**src/rtl/scsl_pkg.sv**
```systemverilog
package scsl_pkg;

    localparam int AVG_DEPTH   = 4;
    localparam int JOINT_COUNT = 3;
    localparam int JOINT_MAX   = 3;

    localparam int RING_W = (AVG_DEPTH > 1) ? $clog2(AVG_DEPTH) : 1;
    localparam int SUM_W  = 16 + $clog2(AVG_DEPTH + 1);

    localparam int S_TDATA_W = 88;
    localparam int M_TDATA_W = 56;
    localparam int PADDR_W   = 6;
    localparam int PDATA_W   = 64;

    localparam logic [JOINT_MAX-1:0] JOINT_MASK = JOINT_MAX'((1 << JOINT_COUNT) - 1);

    typedef enum logic [0:0] {
        REQ_TICK  = 1'b0,
        REQ_LIMIT = 1'b1
    } req_type_t;

    typedef enum logic [2:0] {
        REG_SCALE    = 3'd0,
        REG_MID      = 3'd1,
        REG_RANGE    = 3'd2,
        REG_SIGN     = 3'd3,
        REG_SHIFT    = 3'd4,
        REG_FREEFALL = 3'd5,
        REG_TIMEOUT  = 3'd6
    } cfg_reg_t;

    // per-joint settings handed to the compare unit
    typedef struct packed {
        logic [15:0] scale;
        logic [15:0] mid;
        logic [15:0] range;
        logic        negate;
        logic [4:0]  shift;
    } joint_cfg_t;

    typedef struct packed {
        req_type_t          req_type;
        logic               running;
        logic               lower_switch_level;
        logic               seg_load;
        logic [15:0]        seg_start;
        logic [15:0]        seg_finish;
        logic signed [15:0] pos_joint0;
        logic signed [15:0] pos_joint1;
        logic signed [15:0] pos_joint2;
    } item_t;

endpackage

```
**src/rtl/scsl_joint.sv**
```systemverilog
module scsl_joint
    import scsl_pkg::*;
(
    input  logic signed [15:0] pos,
    input  joint_cfg_t         cfg,
    output logic [15:0]        compare
);

    logic signed [16:0] scale_s;
    logic signed [32:0] product;
    logic signed [32:0] shifted;
    logic [15:0]        cut;
    logic signed [16:0] value;
    logic signed [16:0] limit;
    logic signed [16:0] clamped;

    assign scale_s = signed'({1'b0, cfg.scale});
    assign product = 33'(pos) * 33'(scale_s);
    // arithmetic shift floors toward minus infinity
    assign shifted = product >>> cfg.shift;

    always_comb
    begin
        cut = cfg.negate ? 16'(-shifted[15:0]) : shifted[15:0];
        value = 17'(signed'(cut));
        limit = signed'({1'b0, cfg.range});
        if (value > limit)
        begin
            clamped = limit;
        end
        else if (value < -limit)
        begin
            clamped = -limit;
        end
        else
        begin
            clamped = value;
        end
        compare = cfg.mid + clamped[15:0];
    end

endmodule

```
**config.mk**
```make
export PLATFORM = sky130hd
export DESIGN_NAME = scsl_joint
export DESIGN_NICKNAME = d
export VERILOG_FILES = /design/src/rtl/scsl_pkg.sv /design/src/rtl/scsl_joint.sv
export SDC_FILE = /design/constraint.sdc
export NUM_CORES = 1
export LEC_CHECK = 0
export BUFFER_PORTS_ARGS = -buffer_cell sky130_fd_sc_hd__buf_4
export CAP_MARGIN = 0
export CORE_UTILIZATION = 40
export DETAILED_ROUTE_END_ITERATION = 12
export PLACE_DENSITY = 0.58
export SYNTH_ARGS = -nofsm -noshare
export SYNTH_HDL_FRONTEND = slang
export SYNTH_SLANG_ARGS = --single-unit
```
**constraint.sdc**
```tcl
create_clock -name vclk -period 41.6
set_input_delay 2.08 -clock vclk [all_inputs]
set_output_delay 2.08 -clock vclk [all_outputs]
set_load 0.01 [all_outputs]
```
==> impl_results.md <==
* Setup TNS at 0 ps
* # clk buffers at 0
* FFs & Latches at 0
* Failing checks: DRC
* Unrepaired setup endpoints after global routing: no
* Crit path kind: input pin to primary output
* Port Buffers at 86
* Family of cells with the greatest summed delay on the critical path: compound AO/OA/AOI/OAI gates
* Via density at 5.76
* CP required at a little under 40000 ps
* Core area at 0.0357 sq mm
* Most Frequent Cell on Critical Path: a21oi_1
* Synth Net Count at 2276
* Hold path depth at 3
* Wire per inst at 18.8 microns
* Initial Util at 40.7%
* Routed Antenna Nets at 0
* # rows at 69
* First-pass GRT wire length at 72800 microns
* Critical Path Start Type: input pin
* Synth area leaders: fa_1 27%, ha_1 15%, inv_1 6.6%
* Max cap viols at 0
* Avg Cell Area, Syn at ~7.9 sq um
* Crit path depth at 54
* Die width at 193 microns
* Crit path max fanout at 16
* Minimum clock period at 17920 ps
* Top Ports at 86
* Iteration count of the initial detailed-routing pass at 9
* Top cell type's share of synthesized area at a little over a quarter
* Pin count of the biggest net entering global routing at between 40 and 50
* Crit path buffers/inverters at 5
* Synth Cell Area at 0.0145 sq mm
* # Post-CTS Setup Buffers at 0
* Post-synth top area cell: fa_1
* GR Overflow Total at 0
* Initial DRC count at 963
* Initial antenna violation count at 0
* Gpl congestion at 0.969
* Post-Synthesis Cells at approximately 1800
* Vias at 13200
* Share of layout cells above drive strength 1 at 9.35%
* Final HPWL DP at 35800 microns
* Worst-Margin Slew at 1100 ps
* Fin crit share at 43.1%
* Min-delay src: cfg[22]
* # DRC at 8
* Hold Crit Class: input pin to primary output
* Routed wire length at 43200 microns
* CTS-repair resized insts at 0
* Max Slew Vio Count at 0
* WHS Endpoint: compare[0]
* Run status: complete, but fails checks
* Yosys warning count at 0
* Total GRT Usage at 24.4%
* Crit path capture type: primary output
* Register area share after synthesis at 0%
* Final nets at around 2300
* Synth-to-layout area growth at 5.80%
* Inserted Diodes at 0
* Number of global-route vias before repair at 13900
* Crit-path slowest cell: a2111oi_1
* Crit-path max cell delay at 800 ps
* Die area at roughly 0.037 sq mm
* Final hold violations at 0
* Worst Path Arrival at 15840 ps
* Highest Clock Rate at 55.8 MHz
* Cts hold-fix bufs at 0
* Worst slew margin at 25.2%
* Die Span Y at 193 microns
* Final Setup Violations at 0
* Reg area at 0 sq um
* Distinct cells, synth at 113
## cell type report
class,count,area [sq um]
fill,3659,20300
inverter,258,968
multi-input combinational,1492,13200
tap,461,577
timing repair buffer,89,668
## cells in the mapped netlist (all sizes together) (6+ instances only)
cell type / count
xnor2: 31
o31ai: 7
nor2b: 10
o211a: 11
clkbuf: 57
o221ai: 9
a221oi: 19
nand2: 239
nand3: 24
o21a: 21
nand4: 21
a31oi: 10
mux2: 9
mux2i: 19
o211ai: 18
nor2: 104
a21o: 22
fa: 195
a211oi: 18
inv: 256
nor4: 8
o22ai: 10
o21ai: 69
and3: 9
o21bai: 14
xor2: 22
or2: 7
o311a: 6
a22oi: 16
a211o: 7
a2111oi: 11
buf: 32
ha: 172
nand2b: 26
a21oi: 79
or3: 19
nor3: 25
and2: 137
## cells in the final DEF, fill, tap and decap left out, drive strengths merged, types with 8 or more instances in the layout
master / n
a21o: 22
o22ai: 10
o211ai: 18
buf: 89
nor4: 8
a22oi: 16
nor3: 25
o21a: 21
a31oi: 10
or3: 19
nand2: 239
a211oi: 18
nor2: 104
a221oi: 19
nand4: 21
a2111oi: 11
o221ai: 9
ha: 172
o211a: 11
mux2i: 19
o21ai: 69
fa: 195
a21oi: 79
nand2b: 26
xor2: 22
and2: 137
mux2: 9
nor2b: 10
xnor2: 31
and3: 9
nand3: 24
o21bai: 14
inv: 256
## per-layer routing
layer | routed length [microns] | GRT usage [%] | up-vias
li1 | - | - | 6255
met5 | 0 | 0 | -
met2 | 19700 | 40.4 | 425
met1 | 20000 | 34.5 | 6501
met4 | 791 | 3.94 | 0
met3 | 2700 | 2.64 | 61
## stage by stage
step           worst slack [ps]  instance area [sq um]  hold WS (ps)  util, %  instances
5_1_grt                   22890                  15400          4510     43.1       2300
4_1_cts                   23810                  15400          4460     43.1       2300
3_5_place_dp              23830                  15400          4460     43.1       2300
6_report                  23680                  15400          4460     43.1       2300
2_1_floorplan             25370                  14500          4310        -       1839
3_3_place_gp              24170                  15400          4460     43.1       2300
## tightest hold or removal path: cells and delay by family
kind / cells / cell delay [ps]
buffers and inverters: 2 / 190
adders and majority gates: 1 / 120
## kinds of logic after synthesis
family | share of synthesized area, %
simple gates | 22.1
fa+ha+maj | 41.7
mux | 2.89
xor+xnor | 3.25
buf+inv | 9.43
compound gates | 20.6
## worst max path at each step
stage	startpoint	endpoint	slack, ps
2_1_floorplan	pos[1]	compare[15]	25370
3_3_place_gp	cfg[45]	compare[15]	24170
3_5_place_dp	pos[1]	compare[15]	23830
4_1_cts	pos[1]	compare[15]	23810
5_1_grt	pos[1]	compare[15]	22890
6_report	pos[1]	compare[15]	23680
Power is not shown: default switching activity piles up to over one toggle a cycle in this logic, so the estimate is an artifact.
